$ cat src/hw/rtl/dual_tacho_period_speed_macros.svh
// Assertion macros shared by the dual tachometer speed meter RTL.
// Each macro expects clk_i and rst_ni to be visible where it is used.
`ifndef DUAL_TACHO_PERIOD_SPEED_MACROS_SVH
`define DUAL_TACHO_PERIOD_SPEED_MACROS_SVH

// Same-cycle implication, checked out of reset.
`define DTPS_ASSERT_IMP(lbl, ante, cons) \
  lbl: assert property (@(posedge clk_i) disable iff (!rst_ni) (ante) |-> (cons)) \
    else $error("dtps check failed");

// Next-cycle implication, checked out of reset.
`define DTPS_ASSERT_NXT(lbl, ante, cons) \
  lbl: assert property (@(posedge clk_i) disable iff (!rst_ni) (ante) |=> (cons)) \
    else $error("dtps check failed");

`endif

$ cat src/hw/rtl/dtps_pkg.sv
// Package for the dual tachometer speed meter: widths, reset values,
// register indexes and the job record passed from front to back. No dependencies.
`timescale 1ns / 1ps

package dtps_pkg;

  localparam int SAMPLE_BITS   = 12;
  localparam int COUNT_BITS    = 13;
  localparam int SPEED_BITS    = 20;
  localparam int CFG_IDX_BITS  = 2;
  localparam int CFG_DATA_BITS = SPEED_BITS;
  localparam int JOB_DEPTH     = 2;
  localparam int PTR_BITS      = $clog2(JOB_DEPTH);
  localparam int LEVEL_BITS    = $clog2(JOB_DEPTH + 1);
  localparam int STEP_BITS     = $clog2(SPEED_BITS);
  localparam int IN_DATA_BITS  = ((2 * SAMPLE_BITS + 7) / 8) * 8;
  localparam int OUT_DATA_BITS = ((2 * SPEED_BITS + 7) / 8) * 8;

  localparam logic [SAMPLE_BITS-1:0] THRESHOLD_RESET = SAMPLE_BITS'(1500);
  localparam logic [COUNT_BITS-1:0]  TIMEOUT_RESET   = COUNT_BITS'(4096);
  localparam logic [SPEED_BITS-1:0]  NUMERATOR_RESET = SPEED_BITS'(60 * 4000);

  // Configuration register indexes
  typedef enum logic [CFG_IDX_BITS-1:0] {
    CFG_THRESHOLD = 2'd0,
    CFG_TIMEOUT   = 2'd1,
    CFG_NUMERATOR = 2'd2
  } cfg_idx_e;

  // What the back end does to one channel's latched speed
  typedef enum logic [1:0] {
    OP_HOLD = 2'd0,
    OP_ZERO = 2'd1,
    OP_DIV  = 2'd2
  } op_e;

  typedef struct packed {
    logic [SAMPLE_BITS-1:0] threshold;
    logic [COUNT_BITS-1:0]  timeout;
    logic [SPEED_BITS-1:0]  numerator;
  } cfg_t;

  typedef struct packed {
    op_e                   op;
    logic [COUNT_BITS-1:0] diff;
    logic                  finished;
  } chan_job_t;

  typedef struct packed {
    chan_job_t [1:0] chan;
    logic            done;
  } job_t;

  typedef struct packed {
    logic full;
    logic empty;
  } fifo_stat_t;

endpackage

$ cat src/hw/rtl/dtps_front.sv
// Front end: takes sample pairs, tracks per-channel counters and crossings,
// and queues one job per transfer. Depends on dtps_pkg.
`timescale 1ns / 1ps

module dtps_front (
  input  logic                                    clk_i,
  input  logic                                    rst_ni,
  input  dtps_pkg::cfg_t                          cfg_i,
  input  logic                                    valid_i,
  output logic                                    ready_o,
  input  logic [1:0][dtps_pkg::SAMPLE_BITS-1:0]   samples_i,
  input  dtps_pkg::fifo_stat_t                    stat_i,
  output logic                                    push_o,
  output dtps_pkg::job_t                          job_o
);
  import dtps_pkg::*;

  logic [1:0][COUNT_BITS-1:0]  cnt_q, cnt_d, cnt_inc, first_n, diff;
  logic [1:0][COUNT_BITS-1:0]  first_q, first_d;
  logic [1:0][SAMPLE_BITS-1:0] prev_q, prev_d;
  logic [1:0]                  fin_q, fin_d, fin_n, crossing, timeout, div_hit;
  logic                        done;

  assign ready_o = !stat_i.full;
  assign push_o  = valid_i && ready_o;

  // Per-channel step and job classification
  always_comb begin
    cnt_d   = cnt_q;
    first_d = first_q;
    prev_d  = prev_q;
    fin_n   = fin_q;
    job_o   = '0;
    for (int c = 0; c < 2; c++) begin
      cnt_inc[c]  = (cnt_q[c] != '1) ? cnt_q[c] + COUNT_BITS'(1) : cnt_q[c];
      crossing[c] = (samples_i[c] < cfg_i.threshold) && (prev_q[c] >= cfg_i.threshold);
      first_n[c]  = (crossing[c] && first_q[c] == '0) ? cnt_inc[c] : first_q[c];
      diff[c]     = cnt_inc[c] - first_n[c];
      timeout[c]  = cnt_inc[c] > cfg_i.timeout;
      div_hit[c]  = crossing[c] && (first_n[c] != '0) && (diff[c] > COUNT_BITS'(1));
      job_o.chan[c].op   = OP_HOLD;
      job_o.chan[c].diff = diff[c];
      if (!fin_q[c]) begin
        cnt_d[c]   = cnt_inc[c];
        first_d[c] = first_n[c];
        prev_d[c]  = samples_i[c];
        if (timeout[c]) begin
          job_o.chan[c].op = OP_ZERO;
          fin_n[c]         = 1'b1;
        end else if (div_hit[c]) begin
          job_o.chan[c].op = OP_DIV;
          fin_n[c]         = 1'b1;
        end
      end
      job_o.chan[c].finished = fin_n[c];
    end
    done       = fin_n[0] && fin_n[1];
    job_o.done = done;
    fin_d      = fin_n;
    // both channels done: start a fresh window
    if (done) begin
      cnt_d   = '0;
      first_d = '0;
      prev_d  = '0;
      fin_d   = '0;
    end
  end

  always_ff @(posedge clk_i or negedge rst_ni) begin
    if (!rst_ni) begin
      cnt_q   <= '0;
      first_q <= '0;
      prev_q  <= '0;
      fin_q   <= '0;
    end else if (push_o) begin
      cnt_q   <= cnt_d;
      first_q <= first_d;
      prev_q  <= prev_d;
      fin_q   <= fin_d;
    end
  end

endmodule

$ cat src/hw/rtl/dtps_fifo.sv
// Short job queue between front and back ends.
// Depends on dtps_pkg and the shared assertion macros.
`timescale 1ns / 1ps
`include "dual_tacho_period_speed_macros.svh"

module dtps_fifo (
  input  logic                 clk_i,
  input  logic                 rst_ni,
  input  logic                 push_i,
  input  dtps_pkg::job_t       job_i,
  input  logic                 pop_i,
  output dtps_pkg::job_t       job_o,
  output dtps_pkg::fifo_stat_t stat_o
);
  import dtps_pkg::*;

  job_t                  mem_q [JOB_DEPTH];
  logic [PTR_BITS-1:0]   wr_ptr_q, rd_ptr_q;
  logic [LEVEL_BITS-1:0] level_q;

  assign stat_o.full  = (level_q == LEVEL_BITS'(JOB_DEPTH));
  assign stat_o.empty = (level_q == '0);
  assign job_o        = mem_q[rd_ptr_q];

  // Storage
  always_ff @(posedge clk_i) begin
    if (push_i) begin
      mem_q[wr_ptr_q] <= job_i;
    end
  end

  // Pointers and fill level
  always_ff @(posedge clk_i or negedge rst_ni) begin
    if (!rst_ni) begin
      wr_ptr_q <= '0;
      rd_ptr_q <= '0;
      level_q  <= '0;
    end else begin
      if (push_i) begin
        wr_ptr_q <= (wr_ptr_q == PTR_BITS'(JOB_DEPTH - 1)) ? '0 : wr_ptr_q + PTR_BITS'(1);
      end
      if (pop_i) begin
        rd_ptr_q <= (rd_ptr_q == PTR_BITS'(JOB_DEPTH - 1)) ? '0 : rd_ptr_q + PTR_BITS'(1);
      end
      if (push_i && !pop_i) begin
        level_q <= level_q + LEVEL_BITS'(1);
      end else if (pop_i && !push_i) begin
        level_q <= level_q - LEVEL_BITS'(1);
      end
    end
  end

  `DTPS_ASSERT_IMP(a_no_overflow, push_i, !stat_o.full || pop_i)
  `DTPS_ASSERT_IMP(a_no_underflow, pop_i, !stat_o.empty)
  `DTPS_ASSERT_IMP(a_level_bound, 1'b1, level_q <= LEVEL_BITS'(JOB_DEPTH))

endmodule

$ cat src/hw/rtl/dtps_div.sv
// Restoring serial divider, one quotient bit per cycle.
// Depends on dtps_pkg.
`timescale 1ns / 1ps

module dtps_div (
  input  logic                            clk_i,
  input  logic                            rst_ni,
  input  logic                            start_i,
  input  logic [dtps_pkg::SPEED_BITS-1:0] dividend_i,
  input  logic [dtps_pkg::COUNT_BITS-1:0] divisor_i,
  output logic                            done_o,
  output logic [dtps_pkg::SPEED_BITS-1:0] quotient_o
);
  import dtps_pkg::*;

  logic [COUNT_BITS-1:0] rem_q, rem_d, div_q;
  logic [SPEED_BITS-1:0] quo_q, quo_d;
  logic [STEP_BITS-1:0]  step_q;
  logic                  busy_q, done_q;
  logic [COUNT_BITS:0]   shifted, diff;
  logic                  fits;

  // One restoring step
  always_comb begin
    shifted = {rem_q, quo_q[SPEED_BITS-1]};
    diff    = shifted - {1'b0, div_q};
    fits    = shifted >= {1'b0, div_q};
    rem_d   = fits ? diff[COUNT_BITS-1:0] : shifted[COUNT_BITS-1:0];
    quo_d   = {quo_q[SPEED_BITS-2:0], fits};
  end

  assign done_o     = done_q;
  assign quotient_o = quo_q;

  always_ff @(posedge clk_i or negedge rst_ni) begin
    if (!rst_ni) begin
      busy_q <= 1'b0;
      done_q <= 1'b0;
      step_q <= '0;
      rem_q  <= '0;
      quo_q  <= '0;
      div_q  <= '0;
    end else begin
      done_q <= 1'b0;
      if (start_i) begin
        busy_q <= 1'b1;
        step_q <= '0;
        rem_q  <= '0;
        quo_q  <= dividend_i;
        div_q  <= divisor_i;
      end else if (busy_q) begin
        rem_q  <= rem_d;
        quo_q  <= quo_d;
        step_q <= step_q + STEP_BITS'(1);
        if (step_q == STEP_BITS'(SPEED_BITS - 1)) begin
          busy_q <= 1'b0;
          done_q <= 1'b1;
        end
      end
    end
  end

endmodule

$ cat src/hw/rtl/dtps_back.sv
// Back end: takes jobs from the queue, runs divisions, keeps the latched
// speeds and drives the result register. Depends on dtps_pkg, dtps_div, macros.
`timescale 1ns / 1ps
`include "dual_tacho_period_speed_macros.svh"

module dtps_back (
  input  logic                                  clk_i,
  input  logic                                  rst_ni,
  input  logic [dtps_pkg::SPEED_BITS-1:0]       numerator_i,
  input  dtps_pkg::fifo_stat_t                  stat_i,
  input  dtps_pkg::job_t                        job_i,
  output logic                                  pop_o,
  output logic                                  valid_o,
  input  logic                                  ready_i,
  output logic [1:0][dtps_pkg::SPEED_BITS-1:0]  speeds_o,
  output logic [1:0]                            flags_o,
  output logic                                  last_o
);
  import dtps_pkg::*;

  typedef enum logic [1:0] {
    ST_IDLE,
    ST_LOAD,
    ST_WAIT,
    ST_EMIT
  } state_e;

  state_e                     state_q;
  job_t                       job_q;
  logic                       ch_q;
  logic [1:0][SPEED_BITS-1:0] latched_q;
  logic                       div_start, div_done, emit;
  logic [SPEED_BITS-1:0]      quotient;

  assign pop_o     = (state_q == ST_IDLE) && !stat_i.empty;
  assign div_start = (state_q == ST_LOAD) && (job_q.chan[ch_q].op == OP_DIV);
  assign emit      = (state_q == ST_EMIT) && (!valid_o || ready_i);

  dtps_div u_div (
    .clk_i      (clk_i),
    .rst_ni     (rst_ni),
    .start_i    (div_start),
    .dividend_i (numerator_i),
    .divisor_i  (job_q.chan[ch_q].diff),
    .done_o     (div_done),
    .quotient_o (quotient)
  );

  // Job sequencer and result register
  always_ff @(posedge clk_i or negedge rst_ni) begin
    if (!rst_ni) begin
      state_q   <= ST_IDLE;
      job_q     <= '0;
      ch_q      <= 1'b0;
      latched_q <= '0;
      valid_o   <= 1'b0;
      speeds_o  <= '0;
      flags_o   <= '0;
      last_o    <= 1'b0;
    end else begin
      if (ready_i && !emit) begin
        valid_o <= 1'b0;
      end
      case (state_q)
        ST_IDLE: begin
          if (pop_o) begin
            job_q   <= job_i;
            ch_q    <= 1'b0;
            state_q <= ST_LOAD;
          end
        end
        ST_LOAD: begin
          case (job_q.chan[ch_q].op)
            OP_DIV: begin
              state_q <= ST_WAIT;
            end
            OP_ZERO: begin
              latched_q[ch_q] <= '0;
              ch_q            <= 1'b1;
              state_q         <= ch_q ? ST_EMIT : ST_LOAD;
            end
            default: begin
              ch_q    <= 1'b1;
              state_q <= ch_q ? ST_EMIT : ST_LOAD;
            end
          endcase
        end
        ST_WAIT: begin
          if (div_done) begin
            latched_q[ch_q] <= quotient;
            ch_q            <= 1'b1;
            state_q         <= ch_q ? ST_EMIT : ST_LOAD;
          end
        end
        ST_EMIT: begin
          if (emit) begin
            valid_o  <= 1'b1;
            speeds_o <= latched_q;
            flags_o  <= {job_q.chan[1].finished, job_q.chan[0].finished};
            last_o   <= job_q.done;
            // window closed: latched speeds start over
            if (job_q.done) begin
              latched_q <= '0;
            end
            state_q <= ST_IDLE;
          end
        end
        default: begin
          state_q <= ST_IDLE;
        end
      endcase
    end
  end

  `DTPS_ASSERT_IMP(a_done_has_both, valid_o && last_o, flags_o == 2'b11)
  `DTPS_ASSERT_IMP(a_div_done_waits, div_done, state_q == ST_WAIT)
  `DTPS_ASSERT_NXT(a_window_clears, emit && job_q.done, latched_q == '0)

endmodule

$ cat src/hw/rtl/dual_tacho_period_speed.sv
// Dual tachometer period meter: one result per sample pair.
// A job passes from the front end through the job queue to the back-end sequencer,
// which steps through both channels, waits on the serial divider (one quotient bit per
// cycle) for each division and then registers the result. The sequencer takes a new job
// only when idle, so it and its shared divider set the pace; a 2-deep job queue decouples input.
// Reset (asynchronous, active low) clears all channel state and loads register defaults.
`timescale 1ns / 1ps

module dual_tacho_period_speed (
  input  logic                                 clk_i,
  input  logic                                 rst_ni,
  input  logic                                 s_axis_tvalid,
  output logic                                 s_axis_tready,
  // sample_a, sample_b
  input  logic [dtps_pkg::IN_DATA_BITS-1:0]    s_axis_tdata,
  output logic                                 m_axis_tvalid,
  input  logic                                 m_axis_tready,
  // speed_a, speed_b
  output logic [dtps_pkg::OUT_DATA_BITS-1:0]   m_axis_tdata,
  // speed_a_ready, speed_b_ready
  output logic [1:0]                           m_axis_tuser,
  // window_done
  output logic                                 m_axis_tlast,
  input  logic                                 cfg_we_i,
  input  logic [dtps_pkg::CFG_IDX_BITS-1:0]    cfg_idx_i,
  input  logic [dtps_pkg::CFG_DATA_BITS-1:0]   cfg_data_i
);
  import dtps_pkg::*;

  cfg_t                        cfg_q;
  logic [1:0][SAMPLE_BITS-1:0] samples;
  logic [1:0][SPEED_BITS-1:0]  speeds;
  job_t                        push_job, pop_job;
  fifo_stat_t                  stat;
  logic                        push, pop;

  // Configuration registers
  always_ff @(posedge clk_i or negedge rst_ni) begin
    if (!rst_ni) begin
      cfg_q.threshold <= THRESHOLD_RESET;
      cfg_q.timeout   <= TIMEOUT_RESET;
      cfg_q.numerator <= NUMERATOR_RESET;
    end else if (cfg_we_i) begin
      case (cfg_idx_i)
        CFG_THRESHOLD: cfg_q.threshold <= cfg_data_i[SAMPLE_BITS-1:0];
        CFG_TIMEOUT:   cfg_q.timeout   <= cfg_data_i[COUNT_BITS-1:0];
        CFG_NUMERATOR: cfg_q.numerator <= cfg_data_i[SPEED_BITS-1:0];
        default: begin
        end
      endcase
    end
  end

  assign samples[0] = s_axis_tdata[SAMPLE_BITS-1:0];
  assign samples[1] = s_axis_tdata[2*SAMPLE_BITS-1:SAMPLE_BITS];

  dtps_front u_front (
    .clk_i     (clk_i),
    .rst_ni    (rst_ni),
    .cfg_i     (cfg_q),
    .valid_i   (s_axis_tvalid),
    .ready_o   (s_axis_tready),
    .samples_i (samples),
    .stat_i    (stat),
    .push_o    (push),
    .job_o     (push_job)
  );

  dtps_fifo u_fifo (
    .clk_i  (clk_i),
    .rst_ni (rst_ni),
    .push_i (push),
    .job_i  (push_job),
    .pop_i  (pop),
    .job_o  (pop_job),
    .stat_o (stat)
  );

  dtps_back u_back (
    .clk_i       (clk_i),
    .rst_ni      (rst_ni),
    .numerator_i (cfg_q.numerator),
    .stat_i      (stat),
    .job_i       (pop_job),
    .pop_o       (pop),
    .valid_o     (m_axis_tvalid),
    .ready_i     (m_axis_tready),
    .speeds_o    (speeds),
    .flags_o     (m_axis_tuser),
    .last_o      (m_axis_tlast)
  );

  assign m_axis_tdata = OUT_DATA_BITS'(speeds);

endmodule
$ cat config.mk
export PLATFORM = sky130hd
export DESIGN_NAME = dual_tacho_period_speed
export DESIGN_NICKNAME = d
export VERILOG_FILES = /design/src/hw/rtl/dtps_pkg.sv /design/src/hw/rtl/dtps_front.sv /design/src/hw/rtl/dtps_fifo.sv /design/src/hw/rtl/dtps_div.sv /design/src/hw/rtl/dtps_back.sv /design/src/hw/rtl/dual_tacho_period_speed.sv
export VERILOG_INCLUDE_DIRS = /design/src /design/src/hw/rtl
export SDC_FILE = /design/constraint.sdc
export NUM_CORES = 1
export LEC_CHECK = 0
export ABC_AREA = 1
export BUFFER_PORTS_ARGS = -buffer_cell sky130_fd_sc_hd__buf_2
export CORE_MARGIN = 4
export CORE_UTILIZATION = 45
export DETAILED_ROUTE_END_ITERATION = 10
export MAX_ROUTING_LAYER = met4
export PLACE_DENSITY = 0.71
export SLEW_MARGIN = 5
export SYNTH_ARGS = -nofsm -noshare
export SYNTH_HDL_FRONTEND = slang
export SYNTH_HIERARCHICAL = 1
export SYNTH_SLANG_ARGS = --single-unit
$ cat constraint.sdc
create_clock -name clk_i -period 5.7 [get_ports clk_i]
set_input_delay 1.14 -clock clk_i [delete_from_list [all_inputs] [get_ports clk_i]]
set_output_delay 1.14 -clock clk_i [all_outputs]
set_load 0.02 [all_outputs]
== Word level (Yosys, flattened, before mapping) ==
Memory sizes are Yosys's and may differ from the RTL's. A register that Yosys moved wholly into a read port is not among the register bits.
Index checks and enable logic that the tools add are counted.

* Bitwise logic cells: 2
* Equality and inequality tests: 19
* Multiplexer cells: 68
* $add $sub $neg: 10
* Reduce and logical (&&, ||, !) cells: 46
* Order comparisons: 11

{| class="wikitable"
|+ Operators with widths
! operator !! number
|-
| 40-bit two-way mux || 4
|-
| 13-bit two-way mux || 11
|-
| 40-bit one-hot mux with 3 select lines || 1
|-
| 20-bit two-way mux || 3
|-
| 26-bit two-way mux || 2
|-
| 40-bit AND || 1
|-
| 40-bit bitwise mux || 1
|-
| 40-bit inverter || 1
|-
| 13-bit subtractor || 3
|-
| 16-bit two-way mux || 2
|-
| 2-bit two-way mux || 14
|-
| 13-bit by 1-bit adder with 13-bit output (second input constant) || 2
|-
| 13-bit by 1-bit greater-than comparator with 1-bit output (second input constant) || 2
|-
| 13-bit greater-than comparator || 2
|-
| 13-bit zero test || 2
|-
| 13-bit != test (second input constant) || 2
|-
| 13-bit nonzero test || 2
|-
| 12-bit greater-or-equal comparator || 2
|-
| 12-bit < comparator || 2
|-
| 12-bit two-way mux || 2
|-
| 24-bit two-way mux || 1
|-
| 1-bit two-way mux || 22
|-
| 20-bit demux with 1-bit select || 1
|-
| 1-bit logical AND || 17
|-
| 24 further kinds || 54
|}

* Bits in registers: 267
* Memories kept: 1
* Bits in writable memories: 66
* Word-level logic and storage cells: 185

{| class="wikitable"
|+ Memories
! name !! words !! width !! rd ports !! clocked after memory_dff !! write ports !! line !! text
|-
| u_fifo.mem_q || 2 || 33 || 1 || 1 || 1 || dtps_fifo.sv:17 || <nowiki>job_t mem_q [JOB_DEPTH];</nowiki>
|}

== Depth between registers and ports, before layout ==
Gate-level depths: netlist of run 1.

* Word-level depth: 13
* Gate-level depth with buffers: 33

== Cells and area by module ==
The synthesis of run 1 kept the hierarchy.

{| class="wikitable"
|+ By module, submodules not included
! module !! area each (um2) !! times used !! cells an instance
|-
| dtps_front || 7,576.0 || 1 || 1,152
|-
| dtps_back || 6,148.4 || 1 || 867
|-
| dtps_div || 3,181.8 || 1 || 424
|-
| dtps_fifo || 2,740.1 || 1 || 128
|-
| dual_tacho_period_speed || 1,895.6 || 1 || 203
|}

== Worst setup path before layout of run 1 ==
OpenSTA, ideal clock, no wires.

* Path type: input to register
* Start point: input port s_axis_tdata[11] (netlist name)
* End point: memory u_fifo/mem_q[0][0] (netlist name) (data pin)
* Slack: 0.991 ns
* Path buffers: 4
* Stages: 26
* Arrival time: 4.456 ns
* Cells stage by stage: ha_1 > a21o_1 > nor2_1 > nand2_1 > a21oi_1 > nand3_2 > buf_2 > inv_1 > a21oi_1 > ha_1 > nand2_1 > o21ai_0 > nand4_1 > nand2_1 > nand2_1 > nand2_1 > nand3_1 > nor3_1 > nand3_1 > nand2_1 > nand2_1 > nand2_4 > buf_8 > buf_6 > inv_1 > buf_4

{| class="wikitable"
|+ RTL lines
! element !! line !! text
|-
| start, declared || dual_tacho_period_speed.sv:15 || <nowiki>input logic [dtps_pkg::IN_DATA_BITS-1:0] s_axis_tdata,</nowiki>
|-
| end, declared || dtps_fifo.sv:17 ||
|}

==> flow_metrics.py, run 1 <==
metrics = {
    "setup_path": {
        "cp_max_fo": 58,
        "timing.critical_path.arrival_ns": 5.50,
        "timing.critical_path.required_ns": 6.15,
        "worstRegToRegCells": 28,
        "start_kind": "primary input",
        "end_kind": "flip-flop",
        "critical_path_class": "in2reg",
        "rrSetupSlack_ns": 0.77,
    },
    "die": {
        "die_w_um": 227,
        "io_pins": 96,
        "chipHeight_um": 227,
        "core_area_um2": 47000,
        "number_of_core_rows": 79,
        "initial_utilization_pct": 45.9,
        "die-area_um2": 51400,
    },
    "detailed_routing": {
        "detail_route.drc_violations": 0,
        "route.final.wire_length_um": 54700,
        "drt_pass1_iterations": 6,
        "ant_nets": 0,
        "vias": 18200,
        "violation_count_after_the_first_detailed_route_iteration": 1773,
        "vias_per_cell": 5.26,
        "routed_wire_length_per_instance_um": 15.8,
    },
    "clock_tree": {
        "cts-root-to-sink-buffers": 3,
        "cts_resized": 0,
        "postCtsHoldBufs": 0,
        "post-cts-setup-buffers": 0,
        "root_buffer": "clkbuf_16",
        "cts.htree.levels": 2,
        "clk_latency_ns": 0.55,
        "cts_tree": "done",
        "cts.reportedPaths.clkPinSlew_ns": 0.06,
        "clock_sink_count": 366,
        "cts_buffers": 40,
    },
    "power": {
        "pwr_density_cell_nw_per_um2": 585,
        "clockPowerShare_pct": 18.9,
        "leak_nw": 12.7,
        "post-layout-total-power_mw": 13.8,
        "switchingPower_mw": 6.14,
        "internal_portion_of_total_power_mw": 7.69,
        "peak_vdd_ir_v": 0.000331,
        "seqPwrFrac_pct": 32.5,
        "power.combinational.fraction_pct": 48.7,
        "swShare_pct": 44.4,
    },
    "finish": {
        "most-common-layout-cells": "1143 x nand2_1, 283 x dfrtp_1, 265 x inv_1",
        "drive_gt1_share_pct": 10.5,
        "num-nets-final": 2987,
        "final_design_area_no_fill_um2": 23600,
        "multi_input_area_um2": 10200,
        "final_util_pct": 50.4,
        "synthToLayoutAreaGrowth_pct": 9.74,
        "antenna-diode-count": 0,
        "fillCellCount": 4428,
        "layout.cells.most_common": "nand2_1",
        "sequential_cell_area_um2": 9510,
    },
    "yosys": {
        "synth_enable_flop_cells": 66,
        "synth-async-reset-ratio_pct": 82.0,
        "netlist_instances": 2774,
        "synth_ff_type": "dfrtp_1",
        "seq_cells_post_synth": 366,
        "syn-mean-instance-area_um2": 7.77,
        "synth_cell_type_count": 58,
        "syn-cell-area_um2": 21500,
        "ys.warnings.count": 6,
        "postSynthNetCount": 2942,
        "sequential_share_of_the_synthesized_area_pct": 44.1,
    },
    "global_route": {
        "globalRouteTotalUtil_pct": 21.9,
        "vias_in_the_first_global_route": 17700,
        "grt_first_pass_wirelength_um": 90100,
        "antenna_found_initial": 0,
        "globalRouteOverflowTotal": 0,
        "grt_start_max_net_pins": 135,
    },
    "sta": {
        "worst_hold_slack_ns": 0.465,
        "fin_setup_tns_ns": 0,
        "final_period_demand_of_the_worst_path_ns": 5.06,
        "tightestPinTransition_ns": 1.06,
        "rsz0062_at_grt": "no",
        "max_transition_margin_pct": 29.1,
        "final.period_utilization_pct": 88.7,
        "fin_skew_ns": 0.0280,
        "report.final.slew_viol_count": 0,
        "final-hold-violation-count": 0,
        "finalSetupViolations": 0,
        "max_clock_freq_mhz": 198,
    },
    "hold_path": {
        "worstHoldPathType": "reg2reg",
        "holdPathStages": 2,
    },
    "place": {
        "port-buffer-count": 95,
        "gp_routability_congestion": 0.952,
        "hpwlAfterDp_um": 38900,
        "place_area_um2": 22300,
    },
    "run": {
        "number_of_max_capacitance_violations_reported": 0,
    },
    "run_status": {
        "outcome": "finished clean",
    },
}
[layout make-up]
type                    instances  area share, %
multi-input cells            2003           43.2
well taps                     607           3.21
clock buffers                  53           4.75
repair buffers                121           3.14
flip-flops and latches        366           40.2
inverters                     287           4.56
clock inverters                21          0.863
[state kept, by name, indices dropped and copies added, names as in the netlist]
name / count
u_back/flags_o: 2
u_back/valid_o: 1
u_back/u_div/quotient_o: 20
u_front/prev_q: 24
u_back/latched_q: 40
u_back/u_div/done_o: 1
cfg_q: 45
u_front/fin_q: 2
u_back/u_div/busy_q: 1
u_back/ch_q: 1
u_fifo/rd_ptr_q: 1
u_fifo/mem_q: 66
u_back/last_o: 1
u_front/first_q: 26
u_fifo/wr_ptr_q: 1
u_back/u_div/rem_q: 13
u_back/state_q: 2
u_back/speeds_o: 40
u_back/job_q: 33
u_fifo/level_q: 2
u_back/u_div/step_q: 5
u_front/cnt_q: 26
u_back/u_div/div_q: 13
[critical path, stage by stage]
cell      delay (ns)
buf_2           0.12
ha_1            0.30
a21o_1          0.19
nor2_1          0.17
nand2_1         0.09
a21oi_1         0.26
nand3_2         0.28
clkinv_1        0.25
a21oi_1         0.17
ha_1            0.39
nand2_1         0.09
o21ai_0         0.37
nand4_1         0.17
nand2_1         0.11
nand2_1         0.07
nand2_1         0.06
nand2_1         0.04
nand2_1         0.09
nand3_1         0.08
nor2_1          0.11
nand2_1         0.07
nand2_2         0.09
nand2_2         0.12
nand2_4         0.13
buf_12          0.26
nand2_1         0.10
o21ai_1         0.16
[synth_stat cells (21+ instances only)]
cell type | count | area, um^2
buf_4 | 23 | 173
nor2_1 | 98 | 368
inv_1 | 265 | 995
a21oi_1 | 54 | 270
mux2_4 | 29 | 435
nand2_1 | 1144 | 4290
ha_1 | 114 | 1430
nand4_1 | 68 | 425
edfxtp_1 | 66 | 1980
clkbuf_1 | 21 | 78.8
o21ai_0 | 73 | 365
buf_2 | 50 | 250
o21ai_1 | 51 | 255
nand3_1 | 219 | 1100
dfrtp_1 | 285 | 7130
[per-layer routing]
layer / routed length (um) / global-route usage (%) / vias to the layer above
met3: 2780 / 2.85 / 86
met2: 26400 / 36.7 / 489
li1: - / - / 9007
met4: 1860 / 7.25 / 0
met1: 23600 / 27.7 / 8622
met5: 0 / - / -
[metrics by stage]
step                cells  setup WS, ns
floorplan            2774         0.991
global placement     3384         0.310
detailed placement   3384         0.220
CTS                  3458         0.745
global route         3458         0.259
finish               3458         0.644
[final timing paths]
| path | start | endpoint |
|---|---|---|
| min reg2reg | cfg_q[15] | cfg_q[15] |
| min in group asynchronous | rst_ni | u_back/latched_q[3] |
| max | s_axis_tdata[23] | u_front/prev_q[13] |
| max reg2reg | cfg_q[43] | u_front/prev_q[13] |
| max in group asynchronous | rst_ni | u_back/ch_q |
| min | cfg_q[15] | cfg_q[15] |
[cell families after synthesis]
| family | synth area share, % |
|---|---|
| compound gates | 5.87 |
| fa+ha+maj | 6.90 |
| flops | 44.1 |
| simple gates | 31.3 |
| mux | 2.23 |
| xor+xnor | 1.06 |
| buf+inv | 8.46 |
[power groups by stage]
stage / Combinational [mW] / Sequential [mW] / Clock, mW
6_report: 6.74 / 4.49 / 2.61
3_5_place_dp: 6.68 / 4.52 / 0
2_1_floorplan: 5.19 / 4.41 / 0
5_1_grt: 7.65 / 4.60 / 2.78
3_3_place_gp: 6.46 / 4.48 / 0
4_1_cts: 6.73 / 4.49 / 2.68
Note: power is estimated with default switching activity, not from simulation.
==> inputs of run 2 (changes only) <==
--- a/config.mk
+++ b/config.mk
@@ -7,12 +7,12 @@
 export NUM_CORES = 1
 export LEC_CHECK = 0
 export ABC_AREA = 1
-export BUFFER_PORTS_ARGS = -buffer_cell sky130_fd_sc_hd__buf_2
+export BUFFER_PORTS_ARGS = -buffer_cell sky130_fd_sc_hd__buf_4
 export CORE_MARGIN = 4
 export CORE_UTILIZATION = 45
 export DETAILED_ROUTE_END_ITERATION = 10
 export MAX_ROUTING_LAYER = met4
-export PLACE_DENSITY = 0.71
+export PLACE_DENSITY_LB_ADDON = 0.08
 export SLEW_MARGIN = 5
 export SYNTH_ARGS = -nofsm -noshare
 export SYNTH_HDL_FRONTEND = slang
==> run 2 against run 1 <==
Die area stayed put. Sequential cell count stayed put. Design area is 1.6% higher.
==> flow_metrics.py, run 2 (same netlist as run 1, synthesis figures left out) <==
metrics = {
    "die": {
        "initial_utilization_pct": 45.9,
        "core_area_um2": 47000,
        "chipHeight_um": 227,
        "die-area_um2": 51400,
        "io_pins": 96,
        "number_of_core_rows": 79,
        "die_w_um": 227,
    },
    "power": {
        "switchingPower_mw": 6.16,
        "pwr_density_cell_nw_per_um2": 585,
        "leak_nw": 12.8,
        "power.combinational.fraction_pct": 47.7,
        "peak_vdd_ir_v": 0.000326,
        "internal_portion_of_total_power_mw": 7.90,
        "clockPowerShare_pct": 20.0,
        "seqPwrFrac_pct": 32.4,
        "swShare_pct": 43.8,
    },
    "detailed_routing": {
        "routed_wire_length_per_instance_um": 16.2,
        "vias_per_cell": 5.17,
        "drt_pass1_iterations": 5,
        "ant_nets": 0,
        "route.final.wire_length_um": 56200,
        "violation_count_after_the_first_detailed_route_iteration": 1430,
        "vias": 17900,
        "detail_route.drc_violations": 0,
    },
    "setup_path": {
        "crit-reg2reg-capture": "u_front/prev_q[6]",
        "timing.critical_path.required_ns": 6.18,
        "cpPeakStageDelay_ns": 0.59,
        "cp_max_fo": 47,
        "timing.critical_path.arrival_ns": 5.43,
        "rrSetupSlack_ns": 0.75,
        "critPathMostFrequentCell": "nand2_1",
        "crit_path_start": "cfg_q[39]",
        "critical-path-slowest-cell": "dfstp_2",
        "critical_path_class": "reg2reg",
        "worstRegToRegCells": 28,
        "regToRegStartpoint": "cfg_q[39]",
        "start_kind": "flip-flop",
        "end_kind": "flip-flop",
    },
    "finish": {
        "most-common-layout-cells": "1143 x nand2_1, 283 x dfrtp_1, 265 x inv_1",
        "layout.cells.most_common": "nand2_1",
        "largest_registers": "u_fifo/mem_q (66), cfg_q (45)",
        "final_design_area_no_fill_um2": 24000,
        "drive_gt1_share_pct": 10.7,
        "synthToLayoutAreaGrowth_pct": 11.5,
        "largest_register_ff_count": 66,
        "num-nets-final": 2992,
        "max_flop_register": "u_fifo/mem_q",
        "antenna-diode-count": 0,
    },
    "clock_tree": {
        "cts-root-to-sink-buffers": 3,
        "clk_latency_ns": 0.58,
        "cts_tree": "done",
        "cts_resized": 0,
        "postCtsHoldBufs": 0,
        "cts.reportedPaths.clkPinSlew_ns": 0.06,
        "root_buffer": "clkbuf_16",
        "post-cts-setup-buffers": 0,
        "cts_buffers": 43,
        "cts.htree.levels": 2,
        "clock_sink_count": 366,
    },
    "sta": {
        "fin_setup_tns_ns": 0,
        "final_period_demand_of_the_worst_path_ns": 4.95,
        "max_transition_margin_pct": 26.2,
        "tightestPinTransition_ns": 1.11,
        "report.final.slew_viol_count": 0,
        "finalSetupViolations": 0,
        "final.period_utilization_pct": 86.8,
        "rsz0062_at_grt": "no",
        "max_clock_freq_mhz": 202,
        "final-hold-violation-count": 0,
        "worst_hold_slack_ns": 0.463,
        "fin_skew_ns": 0.0275,
    },
    "global_route": {
        "globalRouteTotalUtil_pct": 22.8,
        "grt_start_max_net_pins": 141,
        "globalRouteOverflowTotal": 0,
        "grt_first_pass_wirelength_um": 92600,
        "antenna_found_initial": 0,
        "vias_in_the_first_global_route": 17400,
    },
    "place": {
        "hpwlAfterDp_um": 39800,
        "place_area_um2": 22600,
        "gp_routability_congestion": 0.878,
        "port-buffer-count": 95,
    },
    "hold_path": {
        "hold_end": "cfg_q[7]",
        "worstHoldPathType": "reg2reg",
        "holdPathStages": 2,
        "worst_hold_startpoint": "cfg_q[7]",
    },
    "run": {
        "number_of_max_capacitance_violations_reported": 0,
    },
    "run_status": {
        "outcome": "finished clean",
    },
}
run 2: cell types whose count changed in the layout (fill, tap and decap cells not counted), sizes merged:
cell / change
clkinvlp: +1
clkbuf: +11
clkinv: -6
inv: -1
buf: +2
run 2: final cells by class:
cell class | count | area [um^2]
fill | 4587 | 22900
multi-input combinational | 2003 | 10200
sequential | 366 | 9510
clock buffer | 64 | 1270
inverter | 287 | 1080
timing repair buffer | 123 | 1010
tap | 607 | 759
clock inverter | 15 | 180
run 2: metrics by stage:
step	setup WS (ns)	std cells	total power [mW]	util (%)
final	0.752	3465	14.1	51.2
after global routing	0.206	3465	15.4	51.2
after CTS	0.743	3465	14.2	51.2
after detailed placement	0.225	3386	11.3	48.1
after global placement	0.409	3386	11.2	48.1
after floorplan	0.991	2774	9.60	-
run 2: worst max path at each step:
stage               slack (ns)  depth (start not counted)            endpoint
detailed placement        0.23                         25   u_front/prev_q[6]
CTS                       0.74                         28   u_front/prev_q[6]
global placement          0.41                         28   u_front/prev_q[7]
finish                    0.75                         28   u_front/prev_q[6]
floorplan                 0.99                         26  u_fifo/mem_q[0][0]
global route              0.21                         26   u_front/prev_q[9]
run 2: routing by layer:
layer  routed length (um)  up-vias  track usage (%)
met1                25300     8444             29.6
met5                    0        -                -
met2                27000      360             37.4
met3                 2200       91             2.96
li1                     -     9020                -
met4                 1820        0             7.13
run 2: power groups by stage:
stage / Combinational (mW) / Clock [mW] / Sequential, mW
after CTS: 6.78 / 2.90 / 4.56
final: 6.70 / 2.81 / 4.55
after detailed placement: 6.76 / 0 / 4.59
after global placement: 6.63 / 0 / 4.56
after global routing: 7.69 / 3.00 / 4.66
after floorplan: 5.19 / 0 / 4.41
run 2: worst max-delay path: cells and delay by family (launching register included):
kind | cells | cell delay, ns
flops | 1 | 0.59
simple gates | 18 | 1.89
compound gates | 4 | 0.99
buf+inv | 4 | 0.67
fa+ha+maj | 2 | 0.67
==> inputs of run 3 (changes only) <==
--- a/config.mk
+++ b/config.mk
@@ -8,6 +8,8 @@
 export LEC_CHECK = 0
 export ABC_AREA = 1
 export BUFFER_PORTS_ARGS = -buffer_cell sky130_fd_sc_hd__buf_4
+export CELL_PAD_IN_SITES_DETAIL_PLACEMENT = 0
+export CELL_PAD_IN_SITES_GLOBAL_PLACEMENT = 1
 export CORE_MARGIN = 4
 export CORE_UTILIZATION = 45
 export DETAILED_ROUTE_END_ITERATION = 10
==> constraint.sdc (replaced) <==
create_clock -name clk_i -period 5.7 [get_ports clk_i]
set_input_delay 1.14 -clock clk_i [delete_from_list [all_inputs] [get_ports clk_i]]
set_output_delay 1.14 -clock clk_i [all_outputs]
set_load 0.05 [all_outputs]
==> run 3 against run 2 <==
Wire length up 1.1%. Clock-buffer cell count down 6. Non-clock buffer count up 8. Combinational power up 4.2%. Register-to-register slack better by 0.04 ns. Sequential cell count unchanged. Hold slack worse by 0.00053 ns. First-iteration DRC count down 12%. Critical path depth down 2. Critical endpoint is now u_front/first_q[11]. Maximum frequency up 0.42%.
==> flow_metrics.py, run 3 (same netlist as run 1, synthesis figures left out) <==
metrics = {
    "run_status": {
        "outcome": "finished clean",
    },
    "finish": {
        "final_design_area_no_fill_um2": 24200,
        "num-nets-final": 3000,
        "layout.cells.most_common": "nand2_1",
        "drive_gt1_share_pct": 11.2,
        "final_util_pct": 51.5,
        "largest_register_ff_count": 66,
        "max_flop_register": "u_fifo/mem_q",
        "synthToLayoutAreaGrowth_pct": 12.2,
        "antenna-diode-count": 0,
        "most-common-layout-cells": "1143 x nand2_1, 283 x dfrtp_1, 265 x inv_1",
        "largest_registers": "u_fifo/mem_q (66), cfg_q (45)",
    },
    "detailed_routing": {
        "vias_per_cell": 5.12,
        "drt_pass1_iterations": 5,
        "ant_nets": 0,
        "route.final.wire_length_um": 56900,
        "routed_wire_length_per_instance_um": 16.4,
        "vias": 17800,
        "violation_count_after_the_first_detailed_route_iteration": 1263,
        "detail_route.drc_violations": 0,
    },
    "setup_path": {
        "end_kind": "flip-flop",
        "cp_max_fo": 16,
        "crit-reg2reg-capture": "u_front/first_q[11]",
        "regToRegStartpoint": "cfg_q[36]",
        "timing.critical_path.required_ns": 6.19,
        "timing.critical_path.arrival_ns": 5.42,
        "start_kind": "primary input",
        "worstRegToRegCells": 25,
        "rrSetupSlack_ns": 0.79,
        "critical_path_class": "in2reg",
    },
    "clock_tree": {
        "cts_buffers": 43,
        "cts.reportedPaths.clkPinSlew_ns": 0.06,
        "postCtsHoldBufs": 0,
        "clk_latency_ns": 0.58,
        "post-cts-setup-buffers": 0,
        "cts_resized": 0,
        "root_buffer": "clkbuf_16",
        "cts.htree.levels": 2,
        "cts-root-to-sink-buffers": 3,
        "cts_tree": "done",
        "clock_sink_count": 366,
    },
    "global_route": {
        "vias_in_the_first_global_route": 17700,
        "antenna_found_initial": 0,
        "globalRouteTotalUtil_pct": 23.1,
        "globalRouteOverflowTotal": 0,
        "grt_first_pass_wirelength_um": 93100,
        "grt_start_max_net_pins": 118,
    },
    "sta": {
        "finalSetupViolations": 0,
        "final_period_demand_of_the_worst_path_ns": 4.93,
        "report.final.slew_viol_count": 0,
        "final.period_utilization_pct": 86.4,
        "fin_setup_tns_ns": 0,
        "fin_skew_ns": 0.0151,
        "rsz0062_at_grt": "no",
        "max_transition_margin_pct": 29.1,
        "max_clock_freq_mhz": 203,
        "final-hold-violation-count": 0,
        "tightestPinTransition_ns": 1.06,
    },
    "run": {
        "number_of_max_capacitance_violations_reported": 0,
    },
    "die": {
        "die-area_um2": 51400,
        "die_w_um": 227,
        "initial_utilization_pct": 45.9,
        "number_of_core_rows": 79,
        "io_pins": 96,
        "chipHeight_um": 227,
        "core_area_um2": 47000,
    },
    "place": {
        "gp_routability_congestion": 0.887,
        "port-buffer-count": 95,
        "hpwlAfterDp_um": 40800,
        "place_area_um2": 22700,
    },
    "hold_path": {
        "holdPathStages": 2,
        "worst_hold_startpoint": "cfg_q[17]",
        "hold_end": "cfg_q[17]",
        "worstHoldPathType": "reg2reg",
    },
    "power": {
        "pwr_density_cell_nw_per_um2": 598,
        "leak_nw": 12.9,
        "peak_vdd_ir_v": 0.000266,
    },
}
run 3: changes by cell type in the layout (fill, tap and decap cells not counted), sizes merged:
cell,delta
buf,+8
bufinv,+3
clkbuf,-6
clkinv,+3
clkinvlp,-3
inv,+3
run 3: through the flow:
step / cells / hold slack [ns] / power (mW) / worst slack, ns
3_5_place_dp: 3394 / 0.458 / 11.6 / 0.180
6_report: 3473 / 0.462 / 14.5 / 0.772
4_1_cts: 3473 / 0.467 / 14.6 / 0.755
2_1_floorplan: 2774 / 0.442 / 9.80 / 0.991
5_1_grt: 3473 / 0.482 / 15.8 / 0.177
3_3_place_gp: 3394 / 0.451 / 11.5 / 0.151
run 3: per-layer routing:
metal | global-route usage [%] | vias up | wire [um]
li1 | - | 9026 | -
met1 | 29.2 | 8319 | 25400
met2 | 38.7 | 333 | 27500
met3 | 2.82 | 87 | 2120
met4 | 8.15 | 0 | 1830
met5 | - | - | 0
run 3: how the worst max path moves through the flow:
stage,startpoint,to,slack (ns)
after detailed placement,s_axis_tdata[11],u_front/first_q[11],0.18
final,s_axis_tdata[11],u_front/first_q[11],0.77
after floorplan,s_axis_tdata[11],u_fifo/mem_q[0][0],0.99
after global routing,cfg_q[41],u_front/first_q[7],0.18
after global placement,s_axis_tdata[11],u_front/cnt_q[6],0.15
after CTS,cfg_q[40],u_front/first_q[7],0.76
run 3: layout make-up:
type	count	area (um^2)
fillers	4505	22800
multi-input cells	2003	10200
flip-flops and latches	366	9510
clock buffers	58	1230
repair buffers	131	1090
inverters	287	1080
well taps	607	759
clock inverters	21	274
run 3: critical path: stages:
cell and delay (ns):
buf_4 0.11, ha_1 0.28, a21o_1 0.18, nor2_1 0.15
nand2_1 0.07, a21oi_1 0.11, buf_4 0.14, nand3_2 0.21
inv_1 0.24, a21oi_1 0.12, ha_1 0.35, nand2_1 0.08
o21ai_0 0.48, nand4_1 0.20, nand2_1 0.09, nand2_1 0.05
nand2_1 0.09, nand3_1 0.08, nor3_1 0.14, nand3_1 0.09
nand2_1 0.15, nand2_1 0.20, nand2_4 0.21, buf_4 0.24
nand2_1 0.07, o21ai_1 0.13
run 3: power breakdown:
group / switching [mW] / total [mW] / internal, mW / leakage, nW
clock network: 1.13 / 2.92 / 1.79 / 0.754
logic: 4.59 / 6.98 / 2.39 / 7.62
registers: 0.675 / 4.56 / 3.88 / 4.51
total: 6.39 / 14.5 / 8.06 / 12.9
